`src/rtl/core/assert_macros.svh`:
```
// assertion macros used by the top level rtl file
// no dependencies; empty bodies when SYNTH is defined
`ifndef ASSERT_MACROS_SVH
`define ASSERT_MACROS_SVH
`ifndef SYNTH
`define ASSERT_ALWAYS(lbl, clk, rst_n, expr) \
	lbl: assert property (@(posedge clk) disable iff (!rst_n) (expr)) \
		else $error("assertion failed");
`define ASSERT_IMPL(lbl, clk, rst_n, ante, cons) \
	lbl: assert property (@(posedge clk) disable iff (!rst_n) (ante) |-> (cons)) \
		else $error("assertion failed");
`else
`define ASSERT_ALWAYS(lbl, clk, rst_n, expr)
`define ASSERT_IMPL(lbl, clk, rst_n, ante, cons)
`endif
`endif

```
`src/rtl/core/spsw_pkg.sv`:
```
// types, constants and the strike pattern function of the sieve window core
// no dependencies
`default_nettype none
package spsw_pkg;
	localparam int NUM_W  = 48;
	localparam int ENT_W  = 24;
	localparam int MASK_W = 64;

	localparam logic [1:0] OP_LOAD  = 2'd0;
	localparam logic [1:0] OP_SIEVE = 2'd1;
	localparam logic [1:0] OP_CLEAR = 2'd2;

	typedef enum logic [2:0] {
		ST_IDLE  = 3'b001,
		ST_ISSUE = 3'b010,
		ST_DRAIN = 3'b100
	} state_t;

	typedef struct packed {
		logic             vld;
		logic [ENT_W-1:0] p;
		logic [ENT_W-1:0] rem;
	} cell_t;

	// bits at 0, p, 2p ... of a 64 bit word, zero for p below two
	function automatic logic [MASK_W-1:0] pat_f(input int p);
		logic [MASK_W-1:0] m;
		int                k;
		m = '0;
		k = 0;
		if (p >= 2) begin
			for (int b = 0; b < MASK_W; b++) begin
				if (k == 0) m[b] = 1'b1;
				k = k + 1;
				if (k == p) k = 0;
			end
		end
		return m;
	endfunction
endpackage
`default_nettype wire

```
`src/rtl/core/spsw_cell.sv`:
```
// one restoring remainder step: shifts in one bit of the window start
// depends on spsw_pkg
`default_nettype none
module spsw_cell import spsw_pkg::*; (
	input  logic  clk,
	input  logic  arst_n,
	input  cell_t c_in,
	input  logic  dbit,
	output cell_t c_out
);
	logic [ENT_W:0] sh;
	logic [ENT_W:0] dif;

	assign sh  = {c_in.rem, dbit};
	assign dif = sh - {1'b0, c_in.p};

	always_ff @(posedge clk or negedge arst_n) begin
		if (!arst_n) begin
			c_out <= '0;
		end else begin
			c_out.vld <= c_in.vld;
			c_out.p   <= c_in.p;
			c_out.rem <= (sh >= {1'b0, c_in.p}) ? dif[ENT_W-1:0] : sh[ENT_W-1:0];
		end
	end
endmodule
`default_nettype wire

```
`config.mk`:
```
export PLATFORM = sky130hd
export DESIGN_NAME = spsw_cell
export DESIGN_NICKNAME = d
export VERILOG_FILES = /design/src/rtl/core/assert_macros.svh /design/src/rtl/core/spsw_pkg.sv /design/src/rtl/core/spsw_cell.sv
export SDC_FILE = /design/constraint.sdc
export NUM_CORES = 1
export LEC_CHECK = 0
export BUFFER_PORTS_ARGS = -buffer_cell sky130_fd_sc_hd__buf_4
export CELL_PAD_IN_SITES_DETAIL_PLACEMENT = 1
export CELL_PAD_IN_SITES_GLOBAL_PLACEMENT = 1
export CORE_MARGIN = 2
export CORE_UTILIZATION = 38
export CTS_CLUSTER_DIAMETER = 80
export DETAILED_ROUTE_END_ITERATION = 10
export PLACE_DENSITY = 0.91
export SETUP_SLACK_MARGIN = 0.1
export SLEW_MARGIN = 20
export SYNTH_ARGS = -nofsm -noshare
export SYNTH_HDL_FRONTEND = slang
export SYNTH_SLANG_ARGS = --single-unit
```
`constraint.sdc`:
```
create_clock -name clk -period 0.8 [get_ports clk]
set_clock_uncertainty 0.1 [all_clocks]
set_input_delay 0.16 -clock clk [delete_from_list [all_inputs] [get_ports clk]]
set_output_delay 0.16 -clock clk [all_outputs]
set_load 0.005 [all_outputs]
```
Word level (Yosys, flattened, before mapping) --
Index checks and enable logic that the tools add are counted.
Operators by class: add/subtract/negate cells 1, order comparisons 1, muxes and demuxes 1
Operators with widths (count):
- 25-bit by 24-bit >= comparator with 1-bit output | 1
- 24-bit 2-to-1 mux | 1
- 24-bit subtractor | 1
Word-level totals: register bits after elaboration 49, input port bits 52, output and inout port bits 49, logic and storage cells 6

Longest topological paths before layout --
word-level depth 2, gate-level depth with buffers 10, gate-level depth less buffers 10

Worst setup path before layout --
OpenSTA, ideal clock, no wires.
path type input-to-reg, start point input c_in[34] in the netlist's numbering, end point register c_out[10] in the netlist's numbering, setup time 0.125 ns, arrival 2.209 ns, required time 0.575 ns, path slack -1.633 ns, stages 10, path buffers 3, path through inv_1 ha_1 buf_4 nand4_1 or2_1 or4_4 buf_6 nand3_2 buf_4 mux2_2
On the way: cells in the longest elaborated chain, start to end 2, elaborated cells on any way between the ends 3, those cells by class add/sub (1); order compare (1); mux (1)
Ends and longest elaborated chain:
- from (decl) | RTL line spsw_cell.sv:7 | input cell_t c_in,
- 24-bit subtractor or 25-bit by 24-bit >= comparator with 1-bit output (tied branches) | RTL line spsw_cell.sv:15, spsw_cell.sv:23
- 24-bit 2-to-1 mux * | RTL line spsw_cell.sv:23 | c_out.rem <= (sh >= {1'b0, c_in.p}) ? dif[ENT_W-1:0] : sh[ENT_W-1:0];
- to (decl) | RTL line spsw_cell.sv:9 | output cell_t c_out
Every way passes the cells marked *; elsewhere a longest branch is shown, timed or not.

Worst setup path after layout --
start point input c_in[5] in the netlist's numbering, end point register c_out[9] in the netlist's numbering
Same word-level chain as after synthesis.

==> summary.json <==
{
  "synthesis": {
    "syn_nets": 373,
    "synthesis.area_um2": 2990,
    "edff_count_synth": 0,
    "synthesis.instances": 296,
    "netlist-cell-type-count": 50,
    "synth.avg_cell_area_um2": 10.1,
    "synth_seq_area_share_pct": 41.0,
    "ys_async_sr_fraction_pct": 100,
    "ys.flop_type": "dfrtp_1",
    "flip_flop_and_latch_count_after_synthesis": 49,
    "yosysWarningCount": 0
  },
  "floorplan": {
    "chipHeight_um": 92.7,
    "die_w_um": 92.7,
    "ios": 101,
    "die-area_um2": 8600,
    "num_rows": 32,
    "floorplan.initialDensity_pct": 38.9,
    "core_footprint_um2": 7690
  },
  "finish": {
    "final_common_cell": "buf_4",
    "largest_register_ff_count": 49,
    "diodes": 0,
    "final_design_area_no_fill_um2": 5790,
    "nets": 583,
    "n_fill_cell": 730,
    "layout-drive-gt1-share_pct": 61.9,
    "top_register": "c_out",
    "layout.core_utilization_pct": 75.3,
    "layout.cells.most_common_list": "buf_4, buf_6, dfrtp_1",
    "largest_registers": "c_out x49",
    "syn2layout_area_growth_pct": 93.6
  },
  "setup_path": {
    "timing.critical_path.to_type": "register",
    "critical_path_class": "input port to register",
    "critPathRequiredTime_ns": 0.91,
    "crit_path_max_fanout": 4,
    "critical_path_arrival_ns": 2.53,
    "startpoint_type": "input port"
  },
  "timing": {
    "period_share_pct": 302,
    "finalSetupViolCount": 73,
    "hold_slack_ns": -0.296,
    "tightest_slew_ns": 0.565,
    "post-route-min-period_ns": 2.41,
    "report.final.hold_viol_count": 75,
    "setup_ws_ns": -1.61,
    "maxClockFrequency_mhz": 414,
    "timing.slew.headroom_pct": 62.0,
    "unrepaired_setup_endpoints_after_global_routing": "yes",
    "final_max_slew_viol_count": 0
  },
  "detailed_routing": {
    "drc": 0,
    "drt-total-wl_mm": 20.4,
    "via_count": 3949,
    "detail_route.iter0.violations": 373,
    "route.detailed.wl_per_inst_um": 33.5,
    "antenna_violating_nets_post_route": 0,
    "drtPass1Iterations": 5,
    "detail_route.vias_per_cell": 6.48
  },
  "clock_tree": {
    "tritoncts": "done",
    "number_of_clock_sinks": 49,
    "cts-htree-levels": 2,
    "cts_made_buffers": 5,
    "cts_max_path_buffers": 2,
    "clock_edge_transition_at_the_registers_on_the_reported_setup_and_hold_paths_ns": 0.11,
    "ctsRootBufferMaster": "clkbuf_8"
  },
  "place": {
    "pre_cts_slack_ns": -1.93,
    "buffer_ports.inserted": 100,
    "placed_area_um2": 4650,
    "routabilityCongestion": 0.904,
    "dpl.hpwl_mm": 8.96
  },
  "status": {
    "failed_checks": "hold timing, setup timing",
    "outcome": "complete, but fails checks"
  },
  "power_and_ir_drop": {
    "power_per_cell_area_nw_per_um2": 1620,
    "totalPowerFinal_mw": 9.38,
    "ir_worst_vdd_v": 0.00123,
    "power.leakage_nw": 2.69
  },
  "grt": {
    "antenna_found_initial": 0,
    "grt_pass1_vias": 4097,
    "global_route.usage.met1_pct": 42.7,
    "gr-usage-all-layers_pct": 38.7,
    "gr-usage-met2_pct": 69.2,
    "met3_usage_pct": 6.59,
    "busiest_layer": "met2",
    "grt_pass1_wl_mm": 24.5,
    "maximum_number_of_pins_on_one_net_before_global_route_repair": 50,
    "grt_overflow_total": 0
  },
  "worst_hold_path": {
    "timing.hold.worst.class": "input port to async pin"
  },
  "flow_run": {
    "cap_violations": 0
  }
}
[layout make-up]
class	count	area, um^2	share of cell area (%)
multi-input cells	210	2230	38.5
repair buffers	212	1960	33.9
flip-flops and latches	49	1230	21.2
inverters	28	155	2.68
well taps	102	128	2.20
clock buffers	6	72.6	1.25
clock inverters	2	15.0	0.259
[logic make-up (layout without fill, tap and decap cells)]
family	count (synthesis)	in the layout	share of synthesized area, %
buffers and inverters	37	248	5.77
xor gates and xnor gates	15	15	4.39
adders and majority gates	25	25	10.7
muxes	18	18	6.69
and+or+nand+nor	66	66	11.9
AOI/OAI and AO/OA	86	86	19.5
DFF	49	49	41.0
[final timing paths]
| check | startpoint | end | slack, ns |
|---|---|---|---|
| min in group clk | c_in[48] | c_out[48]$_DFF_PN0_ | -0.16 |
| max in group asynchronous | arst_n | c_out[14]$_DFF_PN0_ | 0.63 |
| worst min-delay path | arst_n | c_out[23]$_DFF_PN0_ | -0.30 |
| worst max-delay path | c_in[5] | c_out[9]$_DFF_PN0_ | -1.61 |
[repair_timing]
action,CTS,global route
gates cloned,0,1
setup endpoints to repair,73,73
endpoints found under the hold margin,80,77
pin swaps,31,27
resized for setup,121,63
setup buffers,16,14
[routing by layer]
metal,wire length [um],vias up,part of all wire (%)
li1,-,1501,-
met1,6820,1893,33
met2,9750,376,48
met3,1820,179,8.9
met4,2030,0,9.9
met5,0,-,0
[synth_stat cells, types with 6 or more instances]
cell / number / area (um^2)
nand4_1: 11 / 68.8
inv_1: 28 / 105
o21a_1: 6 / 45.0
dfrtp_1: 49 / 1230
xnor2_1: 10 / 87.6
a21o_1: 8 / 60.1
nor2_1: 9 / 33.8
o21ai_0: 13 / 65.1
a21oi_1: 25 / 125
o31ai_1: 9 / 67.6
nand2_1: 18 / 67.6
mux2_2: 15 / 169
ha_1: 24 / 300
[power breakdown]
group	leakage, nW	internal (mW)	switching, mW
Sequential	0.573	2.79	0.220
Clock	0.0374	0.622	1.02
Combinational	2.08	2.44	2.29
[metrics by stage]
step	std cells	setup TNS (ns)
floorplan	296	-35.23
global placement	567	-37.79
detailed placement	567	-42.18
CTS	591	-43.32
global route	609	-48.38
finish	609	-47.80
[critical path: stages]
cell     delay (ns)
buf_6          0.11
ha_4           0.25
a21oi_1        0.43
buf_4          0.23
nand2_1        0.12
o21ai_4        0.32
buf_4          0.19
o21ai_0        0.18
xor2_1         0.23
mux2_4         0.30
Power figures use the tool's default switching activity.
